<file path="config.mk">
export PLATFORM = sky130hd
export DESIGN_NAME = dsu_ctrl
export DESIGN_NICKNAME = d
export VERILOG_FILES = /design/src/rtl/dsu_pkg.sv /design/src/rtl/dsu_ctrl.sv
export SDC_FILE = /design/constraint.sdc
export NUM_CORES = 1
export LEC_CHECK = 0
export CAP_MARGIN = 20
export CORE_AREA = 4 4 41 43
export DETAILED_ROUTE_END_ITERATION = 6
export DIE_AREA = 0 0 45 47
export DONT_BUFFER_PORTS = 1
export PLACE_DENSITY = 0.73
export SLEW_MARGIN = 30
export SYNTH_ARGS = -nofsm -noshare
export SYNTH_HDL_FRONTEND = slang
export SYNTH_SLANG_ARGS = --single-unit
</file>
<file path="constraint.sdc">
create_clock -name i_clk -period 1.05 [get_ports i_clk]
set_input_delay 0.1575 -clock i_clk [delete_from_list [all_inputs] [get_ports i_clk]]
set_output_delay 0.1575 -clock i_clk [all_outputs]
set_load 0.01 [all_outputs]
</file>
<file path="src/rtl/dsu_pkg.sv">
// ---------------------------------------------------------------------------
// dsu_pkg
// Shared types, constants and tables of the dynamic synapse update unit.
// ---------------------------------------------------------------------------
`default_nettype none

package dsu_pkg;

    // Table size and field widths.
    localparam int NUM_EDGES      = 1024;
    localparam int ADDR_W         = $clog2(NUM_EDGES);
    localparam int EDGE_IDX_W     = 10;
    localparam int STEP_W         = 48;
    localparam int EXP_TABLE_BITS = 8;
    localparam int EXP_POINTS     = (1 << EXP_TABLE_BITS) + 1;
    localparam int EXP_IDX_W      = EXP_TABLE_BITS + 1;
    localparam int EXP_SHIFT      = 20 - EXP_TABLE_BITS;

    // Stream payload widths.
    localparam int IN_DATA_W  = 96;
    localparam int OUT_DATA_W = 80;

    // Configuration register indexes.
    localparam logic CFG_STEP_SECONDS = 1'b0;
    localparam logic CFG_DEFAULT_USE  = 1'b1;
    localparam logic [31:0] STEP_SECONDS_RST = 32'd429497;
    localparam logic [15:0] DEFAULT_USE_RST  = 16'd26214;

    typedef enum logic [1:0] {
        FN_CREATE  = 2'd0,
        FN_RESET   = 2'd1,
        FN_SPIKE   = 2'd2,
        FN_INVALID = 2'd3
    } t_func;

    // Per-kind constants: U in Q0.16, 1/D and 1/F in Q6.16.
    typedef logic [15:0] t_use_tab [4];
    typedef logic [21:0] t_inv_tab [4];
    localparam t_use_tab KIND_USE   = '{16'd20972, 16'd16384, 16'd3277, 16'd32768};
    localparam t_inv_tab KIND_INV_D = '{22'd455111, 22'd93623, 22'd524288, 22'd59578};
    localparam t_inv_tab KIND_INV_F = '{22'd1092267, 22'd3276800, 22'd54613, 22'd1310720};

    // One stored synapse.
    typedef struct packed {
        logic [15:0]       rsrc;
        logic [15:0]       usev;
        logic [STEP_W-1:0] last_step;
        logic              spiked;
        logic [1:0]        kind;
        logic [31:0]       weight;
    } t_entry;

    localparam int ENTRY_W = $bits(t_entry);

    // exp(-x) sample points over [0,16], Q1.16, computed at elaboration.
    typedef logic [16:0] t_exp_tab [EXP_POINTS];

    function automatic t_exp_tab build_exp_tab();
        logic [63:0] h;
        logic [63:0] term;
        logic [63:0] q;
        logic [63:0] t;
        longint      sum;
        t_exp_tab    tab;
        h    = 64'd1 << (35 - EXP_TABLE_BITS);
        term = 64'd1 << 31;
        sum  = longint'(64'd1 << 31);
        t    = 64'd1 << 31;
        for (int n = 1; n <= 24; n++) begin
            term = ((term * h) >> 31) / 64'(n);
            if (n % 2 == 1) begin
                sum = sum - longint'(term);
            end else begin
                sum = sum + longint'(term);
            end
        end
        q = (sum > 0) ? 64'(sum) : 64'd0;
        for (int k = 0; k < EXP_POINTS; k++) begin
            tab[k] = 17'((t + (64'd1 << 14)) >> 15);
            t      = (t * q) >> 31;
        end
        return tab;
    endfunction

    localparam t_exp_tab EXP_TAB = build_exp_tab();

    // Multiplier operand selects.
    typedef enum logic [3:0] {
        MUL_NONE,
        MUL_HI_SS,
        MUL_LO_SS,
        MUL_ISI_D,
        MUL_ISI_F,
        MUL_EXP_R,
        MUL_EXP_U,
        MUL_R_U,
        MUL_U_BU,
        MUL_B_ER,
        MUL_T1_EU,
        MUL_UR,
        MUL_W_UR
    } t_mul_sel;

    // Product consumers.
    typedef enum logic [3:0] {
        TK_NONE,
        TK_PHI,
        TK_ISI,
        TK_XR,
        TK_XU,
        TK_ER,
        TK_EU,
        TK_B,
        TK_T1,
        TK_RN,
        TK_UN,
        TK_UR,
        TK_PSR
    } t_take_sel;

    // Controller states.
    typedef enum logic [4:0] {
        ST_IDLE,
        ST_LOAD,
        ST_DIFF,
        ST_HI,
        ST_LO,
        ST_ISI,
        ST_XD,
        ST_XF,
        ST_ER,
        ST_EU,
        ST_RU,
        ST_UBU,
        ST_BER,
        ST_TEU,
        ST_UNT,
        ST_URM,
        ST_URT,
        ST_WUR,
        ST_PSR,
        ST_FINISH
    } t_state;

    // Controller to datapath.
    typedef struct packed {
        logic      capture;
        logic      load;
        logic      diff;
        t_mul_sel  mul;
        t_take_sel take;
        logic      out_load;
        logic      mem_we;
    } t_cmd;

    // Datapath to controller.
    typedef struct packed {
        logic  op_ok;
        t_func func;
        logic  spiked;
        logic  out_busy;
    } t_stat;

endpackage

`default_nettype wire

</file>
<file path="src/rtl/dsu_ctrl.sv">
// ---------------------------------------------------------------------------
// dsu_ctrl
// Sequencer that walks one item through the shared multiplier schedule.
// ---------------------------------------------------------------------------
`default_nettype none

module dsu_ctrl (
    input  wire logic          i_clk,
    input  wire logic          i_rst_n,
    input  wire logic          i_in_valid,
    input  wire dsu_pkg::t_stat i_stat,
    output logic               o_in_ready,
    output dsu_pkg::t_cmd      o_cmd
);
    import dsu_pkg::*;

    t_state r_state;
    t_state n_state;

    // State register.
    always_ff @(posedge i_clk) begin
        if (!i_rst_n) begin
            r_state <= ST_IDLE;
        end else begin
            r_state <= n_state;
        end
    end

    // Next state and commands.
    always_comb begin
        n_state    = r_state;
        o_cmd      = '0;
        o_cmd.mul  = MUL_NONE;
        o_cmd.take = TK_NONE;
        o_in_ready = 1'b0;
        unique case (r_state)
            ST_IDLE: begin
                o_in_ready = 1'b1;
                if (i_in_valid) begin
                    o_cmd.capture = 1'b1;
                    n_state       = ST_LOAD;
                end
            end
            ST_LOAD: begin
                o_cmd.load = 1'b1;
                if (!i_stat.op_ok || i_stat.func != FN_SPIKE) begin
                    n_state = ST_FINISH;
                end else if (i_stat.spiked) begin
                    n_state = ST_DIFF;
                end else begin
                    n_state = ST_URM;
                end
            end
            ST_DIFF: begin
                o_cmd.diff = 1'b1;
                n_state    = ST_HI;
            end
            ST_HI: begin
                o_cmd.mul = MUL_HI_SS;
                n_state   = ST_LO;
            end
            ST_LO: begin
                o_cmd.mul  = MUL_LO_SS;
                o_cmd.take = TK_PHI;
                n_state    = ST_ISI;
            end
            ST_ISI: begin
                o_cmd.take = TK_ISI;
                n_state    = ST_XD;
            end
            ST_XD: begin
                o_cmd.mul = MUL_ISI_D;
                n_state   = ST_XF;
            end
            ST_XF: begin
                o_cmd.mul  = MUL_ISI_F;
                o_cmd.take = TK_XR;
                n_state    = ST_ER;
            end
            ST_ER: begin
                o_cmd.mul  = MUL_EXP_R;
                o_cmd.take = TK_XU;
                n_state    = ST_EU;
            end
            ST_EU: begin
                o_cmd.mul  = MUL_EXP_U;
                o_cmd.take = TK_ER;
                n_state    = ST_RU;
            end
            ST_RU: begin
                o_cmd.mul  = MUL_R_U;
                o_cmd.take = TK_EU;
                n_state    = ST_UBU;
            end
            ST_UBU: begin
                o_cmd.mul  = MUL_U_BU;
                o_cmd.take = TK_B;
                n_state    = ST_BER;
            end
            ST_BER: begin
                o_cmd.mul  = MUL_B_ER;
                o_cmd.take = TK_T1;
                n_state    = ST_TEU;
            end
            ST_TEU: begin
                o_cmd.mul  = MUL_T1_EU;
                o_cmd.take = TK_RN;
                n_state    = ST_UNT;
            end
            ST_UNT: begin
                o_cmd.take = TK_UN;
                n_state    = ST_URM;
            end
            ST_URM: begin
                o_cmd.mul = MUL_UR;
                n_state   = ST_URT;
            end
            ST_URT: begin
                o_cmd.take = TK_UR;
                n_state    = ST_WUR;
            end
            ST_WUR: begin
                o_cmd.mul = MUL_W_UR;
                n_state   = ST_PSR;
            end
            ST_PSR: begin
                o_cmd.take = TK_PSR;
                n_state    = ST_FINISH;
            end
            ST_FINISH: begin
                // Hold here while the previous result is still unread.
                if (!i_stat.out_busy) begin
                    o_cmd.out_load = 1'b1;
                    o_cmd.mem_we   = i_stat.op_ok;
                    n_state        = ST_IDLE;
                end
            end
            default: begin
                n_state = ST_IDLE;
            end
        endcase
    end

endmodule

`default_nettype wire

</file>
==> results.md, run 1 <==
* Flop2flop setup slack at -0.31 ns
* CP startpoint kind: flip-flop
* Wire per inst at 17.6 µm
* Biggest regs: r_state x5
* Crit-path max FO at 6
* IO Count at 22
* GPL Wtd Cong at 0.845
* Synth Register Bits at 5
* Final wirelength at ~2.3 mm
* Clock sink total at 5
* Worst Hold Path EP: r_state[0]
* Clock transition at path regs at 0.05 ns
* Placeable Area at 1300 µm²
* Critical Path Slowest Stage Cell: dfxtp_4
* RSZ-0062 raised after global routing: yes
* Gr usage total at around 20%
* Max Cap Violations at 0
* Worst VDD drop at 0.00107 V
* Via Count at about 780
* Initial antenna violation count at 0
* Clk_skew at about 0.0028 ns
* DP Worst Slack at -0.185 ns
* Bufs and invs on worst path at 0
* Max reg flops at 5
* Routed vias/inst at 5.94
* Final WS setup at -0.430 ns
* Syn-to-layout area delta at 80.0%
* Net count, final at 125
* Initial core utilization at 47.0%
* Htree depth at 1
* Min cycle time layout at 1.48 ns
* Failing checks: negative setup slack
* Largest net degree at the start of global routing at 11
* Fin. Hold Viols at 0
* Register area share after synthesis at 16.4%
* Die width at 45 µm
* Worst skew pair latency at 0.25 ns
* ANT cells at 0
* Final ANT Viol Nets at 0
* Layout Cells excl Fill at between 100 and 150
* Critical path's top delay family: simple AND/OR/NAND/NOR gates
* R2r endpoint: r_state[3]
* Arrival @ worst endpoint at 1.32 ns
* Syn_nets at 90
* Worst path depth at 4
* Tightest Pin Transition at 0.262 ns
* Clock buffer depth at 2
* Hold Crit Depth at 2
* Final period util at 141%
* CTS Root Cell: clkbuf_4
* Cts-stage hold buffer count at 0
* Leakage at 0.450 nW
* Register area at 115 µm²
* Grt total ovfl at 0
* Pins over their slew limit at 0
* Critical path class: flip-flop to output pin
* Status: finished, violations left
* Cell area power density at roughly 1300 nW/µm²
* Critical Path Sink Type: output pin
* Vias in the first global route at 704
* Synthesized area at 612 µm²
* Syn avg cell area at between 7 and 8 µm²
* Most flop-heavy register: r_state
* HP Class: primary input to flip-flop
* TritonCTS buffer count at 3
* Slowest stage delay, CP at 0.37 ns
* Row count at 13
* WP data required at just under 0.9 ns
* PortBufs at 0
* Distinct cells, synth at 39
* Min-delay src: i_rst_n
* Synth warn at 0
* FILL cells at 81
* Multi-input logic area at 619 µm²
* Die height at approximately 47 µm
* Reg-to-reg startpoint: r_state[1]
* Die Footprint at 2120 µm²
* Slew margin rel. at slightly above 80%
* # DRC at 0
* Post-DP HPWL at 1.34 mm
* Placed instance count at 115
* Layout cells sized above 1 at 72.4%
* First-pass GRT wire length at 3.07 mm
* Pre-antenna DRT Iters at 4
* FF-to-FF path depth at 5
* Fmax at 0.676 GHz
* Syn Inst Count at 82
* Final setup violation count at 19
* CTS tree: yes
* Critical path, cell by cell: or2b_1 -> xnor2_1 -> mux2i_1 -> nor2_2
* Iter 0 DRT Violations at 22
[cell usage in the layout (no fill, tap or decap), drive strengths merged]
| master | Yosys | routed |
|---|---|---|
| inv | 3 | 3 |
| nor4 | 2 | 2 |
| a22oi | 1 | 1 |
| or2b | 1 | 1 |
| nand3 | 2 | 2 |
| nor2b | 3 | 3 |
| o32a | 1 | 1 |
| nand3b | 2 | 2 |
| a21boi | 1 | 1 |
| o21ai | 7 | 7 |
| buf | 4 | 36 |
| o31ai | 1 | 1 |
| a211oi | 1 | 1 |
| and3 | 2 | 2 |
| nand4b | 1 | 1 |
| o21a | 2 | 2 |
| xnor2 | 2 | 2 |
| and2 | 3 | 3 |
| and2b | 2 | 2 |
| clkbuf | 2 | 4 |
| nand2 | 9 | 9 |
| nor3 | 2 | 2 |
| o22a | 1 | 1 |
| o32ai | 1 | 1 |
| mux2i | 1 | 1 |
| nor2 | 9 | 9 |
| nand2b | 2 | 2 |
| a21oi | 8 | 8 |
| dfxtp | 5 | 5 |
| o311ai | 1 | 1 |
[cells in the mapped netlist (all sizes together)]
master	count	area share, %
a211oi	1	2.0
inv	3	1.8
nor2b	3	3.1
and3	2	2.3
o311ai	1	1.4
nand3	2	2.5
buf	4	6.7
o22a	1	1.4
and2	3	3.3
a22oi	1	1.2
dfxtp	5	16
nand3b	2	2.5
nor4	2	3.1
a21boi	1	1.2
nand2	9	5.5
a21oi	8	6.5
nand4b	1	1.4
o21a	2	2.5
nand2b	2	3.3
o32ai	1	1.4
and2b	2	2.5
nor2	9	5.9
xnor2	2	2.9
o31ai	1	1.2
or2b	1	1.2
o32a	1	1.8
o21ai	7	6.3
mux2i	1	1.6
clkbuf	2	4.5
nor3	2	2.5
[repair_timing]
| action | CTS | global route |
|---|---|---|
| buffers inserted | 3 | 9 |
| gates resized for setup | 11 | 32 |
| endpoints found under the setup margin | 19 | 19 |
| pin swaps | 6 | 13 |
[worst register-to-register path, stage by stage, from the launching register on]
cell and delay [ns]:
dfxtp_4 0.36, buf_2 0.16, buf_4 0.15, nor4_4 0.28, o21ai_1 0.11, a211oi_2 0.22
[cell families (layout without fill, tap and decap cells)]
| family | after synthesis | after routing | synth area share (%) |
|---|---|---|---|
| AOI/OAI and AO/OA | 25 | 25 | 27.2 |
| xor gates and xnor gates | 2 | 2 | 2.86 |
| DFF | 5 | 5 | 16.4 |
| and+or+nand+nor | 40 | 40 | 38.9 |
| buffers and inverters | 9 | 43 | 13.1 |
| muxes | 1 | 1 | 1.64 |
[cell type report]
type / count / area share (%)
timing repair buffer: 36 / 28.2
tap: 15 / 1.70
multi-input combinational: 68 / 56.2
sequential: 5 / 10.5
inverter: 3 / 1.02
clock buffer: 4 / 2.39
[through the flow]
stage | utilization (%) | hold slack (ns) | power (W) | cell area [µm²] | setup TNS, ns
global placement | 63.3 | 0.312 | 0.000859 | 823 | -1.94
detailed placement | 63.3 | 0.312 | 0.000875 | 823 | -2.33
CTS | 70.1 | 0.0514 | 0.00115 | 912 | -5.64
finish | 84.6 | 0.0522 | 0.00141 | 1100 | -6.29
global route | 84.6 | 0.0525 | 0.00148 | 1100 | -7.23
floorplan | - | 0.308 | 0.000682 | 692 | -0.476
[worst max path at each step]
stage / from / to / slack [ns]
2_1_floorplan: r_state[2] / o_cmd[0] / -0.14
3_3_place_gp: r_state[1] / o_cmd[7] / -0.17
3_5_place_dp: r_state[1] / o_cmd[7] / -0.19
4_1_cts: r_state[2] / o_cmd[0] / -0.38
5_1_grt: r_state[1] / o_cmd[7] / -0.49
6_report: r_state[1] / o_cmd[7] / -0.43
[per-layer routing]
layer  track usage, %  vias to the layer above  routed length [µm]
li1                 -                      361                   -
met1             21.4                      373                 894
met2             36.4                       35                1190
met3             4.21                        9                 163
met4             10.5                        0                  63
met5                0                        -                   0
[power by group]
part,switching (W),internal (W)
logic,0.000438,0.000462
registers,0.0000557,0.000225
clock network,0.0000885,0.000144
(Power assumes the default switching activity.)
==> run 2, diff against run 1 <==
==> constraint.sdc (replaced) <==
create_clock -name i_clk -period 1.05 [get_ports i_clk]
set_input_delay 0.1575 -clock i_clk [delete_from_list [all_inputs] [get_ports i_clk]]
set_output_delay 0.1575 -clock i_clk [all_outputs]
set_load 0.05 [all_outputs]
==> run 2 against run 1 <==
Net effect:
- the flow now stops in 4_1_cts
- synthesized area is the same
- synthesized cell count unchanged
==> results.md, run 2 <==
* Status: stopped before the end
* Failed at: 4_1_cts
* Stop err: [ERROR DPL-0038] Utilization greater than 100%, impossible to legalize
* EDFF count, synth at 0 (unchanged)
* Post-DP HPWL at 1.57 mm (+17%)
* Resize count post-CTS at 40 (+29)
* CTS Root Cell: clkbuf_4
* Htree depth at 1 (unchanged)
* Largest cells by area after synthesis: dfxtp_1 (16%), a21oi_1 (6.5%), nand2_1 (5.5%)
* Synthesized area at 612 µm² (unchanged)
* Synth Register Bits at 5 (unchanged)
* Syn_nets at 90 (unchanged)
* IO Count at 22 (unchanged)
* DP Worst Slack at -0.326 ns (-0.141 ns)
* Synth cell count leaders: nand2_1 (9), a21oi_1 (8), nor2_1 (8), o21ai_0 (6), dfxtp_1 (5)
* Clock sink total at 5 (unchanged)
* Top cell type's share of synthesized area at 16.4% (unchanged)
* Primary FF master, synth: dfxtp_1
* Synth warn at 0 (unchanged)
* Fraction of registers with async set or reset after synthesis at 0% (unchanged)
* Die width at 45 µm (unchanged)
* Distinct cells, synth at 39 (unchanged)
* Post-DP Area at 1090 µm² (+32%)
* TritonCTS buffer count at 3 (unchanged)
* Die height at 47 µm (unchanged)
* GPL Wtd Cong at 0.853 (+0.92%)
* Largest area contributor in the netlist: dfxtp_1
* Register area share after synthesis at 16.4% (unchanged)
* Initial core utilization at 47.0% (unchanged)
* Setup repair bufs after CTS at 10 (+7)
* Syn avg cell area at 7.46 µm² (unchanged)
* PortBufs at 0 (unchanged)
* Row count at 13 (unchanged)
* Most frequent cell after synthesis: nand2_1
* Syn Inst Count at 82 (unchanged)
* Cts-stage hold buffer count at 0 (unchanged)
* Clock buffer depth at 2 (unchanged)
run 2: logic make-up after synthesis:
| kind of cell | share of synthesized area [%] |
|---|---|
| multiplexers | 1.64 |
| flip-flops | 16.4 |
| AND/OR/NAND/NOR | 38.9 |
| XOR/XNOR | 2.86 |
| buffers and inverters | 13.1 |
| AO/OA/AOI/OAI | 27.2 |
run 2: per-stage QoR:
stage / util (%) / instances / hold WS [ns]
floorplan: - / 82 / 0.299
global placement: 83.7 / 121 / 0.312
detailed placement: 83.7 / 121 / 0.315
==> run 3, diff against run 2 <==
Settings changed: CORE_AREA 4 4 41 43 to 4 4 65 67, DIE_AREA 0 0 45 47 to 0 0 69 71, PLACE_DENSITY 0.73 to not set, PLACE_DENSITY_LB_ADDON set to 0.15.
Clock period 1.05 ns to 1.4 ns, I/O delays scaled along.
==> run 3 against run 2 <==
Net effect:
- the flow now finishes, with violations (negative setup slack)
==> results.md, run 3 (synthesis gave the netlist of run 1 again) <==
* Status: finished, violations left
* Failing checks: negative setup slack
* Placeable Area at ~3600 µm²
* Worst Hold Path EP: r_state[4]
* Hold Crit Depth at 1
* Min-delay src: i_rst_n
* First-pass GRT wire length at 3.43 mm
* Flop2flop setup slack at approximately 0.060 ns
* Final wirelength at 2.08 mm
* Biggest regs: r_state x5
* Row count at 22 (+9)
* Clk_skew at 0.00291 ns
* Htree depth at 1 (unchanged)
* Multi-input logic area at 599 µm²
* Post-layout util at 36.3%
* GPL Wtd Cong at 0.792 (-7.1%)
* Grt total ovfl at 0
* Cell area power density at 1110 nW/µm²
* Final period util at 114%
* Pins over their slew limit at 0
* Critical Path Sink Type: output pin
* TritonCTS buffer count at 3 (unchanged)
* R2r endpoint: r_state[4]
* CP startpoint kind: flip-flop
* Die height at 71 µm (+51%)
* Syn-to-layout area delta at 115%
* Net count, final at 132
* Min cycle time layout at 1.60 ns
* ANT cells at 0
* Wire per inst at 12.2 µm
* Initial antenna violation count at 0
* # DRC at 0
* Layout cells sized above 1 at 67.5%
* Fin. Hold Viols at 0
* FILL cells at about 400
* Worst VDD drop at between 0.0006 and 0.0007 V
* Die Footprint at 4900 µm²
* Hold Worst Slack at roughly 0.15 ns
* Clock transition at path regs at 0.03 ns
* Pre-antenna DRT Iters at 4
* Vias in the first global route at 741
* HP Class: primary input to flip-flop
* Most flop-heavy register: r_state
* Final WS setup at -0.201 ns
* Routed vias/inst at 4.40
* CTS Root Cell: clkbuf_8
* Commonest non-fill, non-tap cell in the layout: buf_4
* Critical path class: flip-flop to output pin
* Via Count at 753
* Arrival @ worst endpoint at roughly 1.4 ns
* Worst skew pair latency at between 0.2 and 0.25 ns
* Register area at between 100 and 150 µm²
* Clock sink total at 5 (unchanged)
* CTS tree: yes
* RSZ-0062 raised after global routing: yes
* WP data required at between 1 and 1.5 ns
* Largest net degree at the start of global routing at 12
* DP Worst Slack at -0.134 ns (+0.192 ns)
* Final setup violation count at 14
* Leakage at 0.507 nW
* Post-DP Area at 1110 µm² (+2.2%)
* Design area at around 1300 µm²
* Fmax at 0.625 GHz
* Commonest non-fill, non-tap cells in the layout: buf_4 (26), buf_12 (11), nand2_1 (6)
* Iter 0 DRT Violations at 13
* Slew margin rel. at 82.5%
* Max Cap Violations at 0
* Crit-path max FO at 6
* Final ANT Viol Nets at 0
* Reg-to-reg startpoint: r_state[1]
* PortBufs at 0 (unchanged)
* Tightest Pin Transition at between 0.2 and 0.3 ns
* Die width at 69 µm (+53%)
* Clock buffer depth at 2 (unchanged)
* IO Count at 22 (unchanged)
* Post-DP HPWL at 1.58 mm (+0.71%)
* Initial core utilization at 16.8% (-30 points)
* FF-to-FF path depth at 6
* Max reg flops at 5
* Gr usage total at 8.56%
[run 3: routing by layer]
layer,part of all wire [%],track usage [%],vias to the layer above
met2,48,14.5,17
li1,-,-,376
met4,0,0.651,0
met1,47,10.9,360
met3,5.4,2.98,0
met5,0,0,-
[run 3: where the power goes]
group	total (W)	leakage [nW]	switching (W)	internal, W
clock network	0.000267	0.0228	0.0000713	0.000196
logic	0.00100	0.441	0.000518	0.000484
registers	0.000193	0.0438	0.0000282	0.000165
[run 3: how the worst max path moves through the flow]
stage                     from       end  depth (start not counted)
global route        r_state[0]  o_cmd[6]                          5
floorplan           r_state[2]  o_cmd[0]                          4
detailed placement  r_state[3]  o_cmd[4]                          4
global placement    r_state[3]  o_cmd[4]                          4
finish              r_state[0]  o_cmd[6]                          5
CTS                 r_state[0]  o_cmd[6]                          5
[run 3: stage by stage]
stage | instances | power, W | setup TNS (ns)
6_report | 171 | 0.00146 | -2.07
5_1_grt | 171 | 0.00155 | -3.01
4_1_cts | 169 | 0.00143 | -2.10
3_5_place_dp | 161 | 0.00106 | -1.26
3_3_place_gp | 161 | 0.00106 | -1.10
2_1_floorplan | 82 | 0.000702 | -0.241
[run 3: timing repair]
| item | in CTS | in global routing |
|---|---|---|
| gates cloned | 0 | 0 |
| endpoints found under the setup margin | 18 | 16 |
| hold buffers | 0 | 0 |
| pin swaps | 8 | 3 |
| buffers inserted | 4 | 2 |
| resized for setup | 23 | 8 |
[run 3: cell type report]
class	instances	area share, %
Clock buffer	4	3.42
Inverter	3	0.855
Timing Repair Buffer	43	36.9
Tap cell	48	4.56
Multi-Input combinational cell	68	45.5
Sequential cell	5	8.74
[run 3: critical path: stages (launching register included)]
cell and delay, ns:
dfxtp_4 0.35, buf_4 0.16, buf_4 0.16, nand3b_1 0.19
a21oi_4 0.16, buf_12 0.15
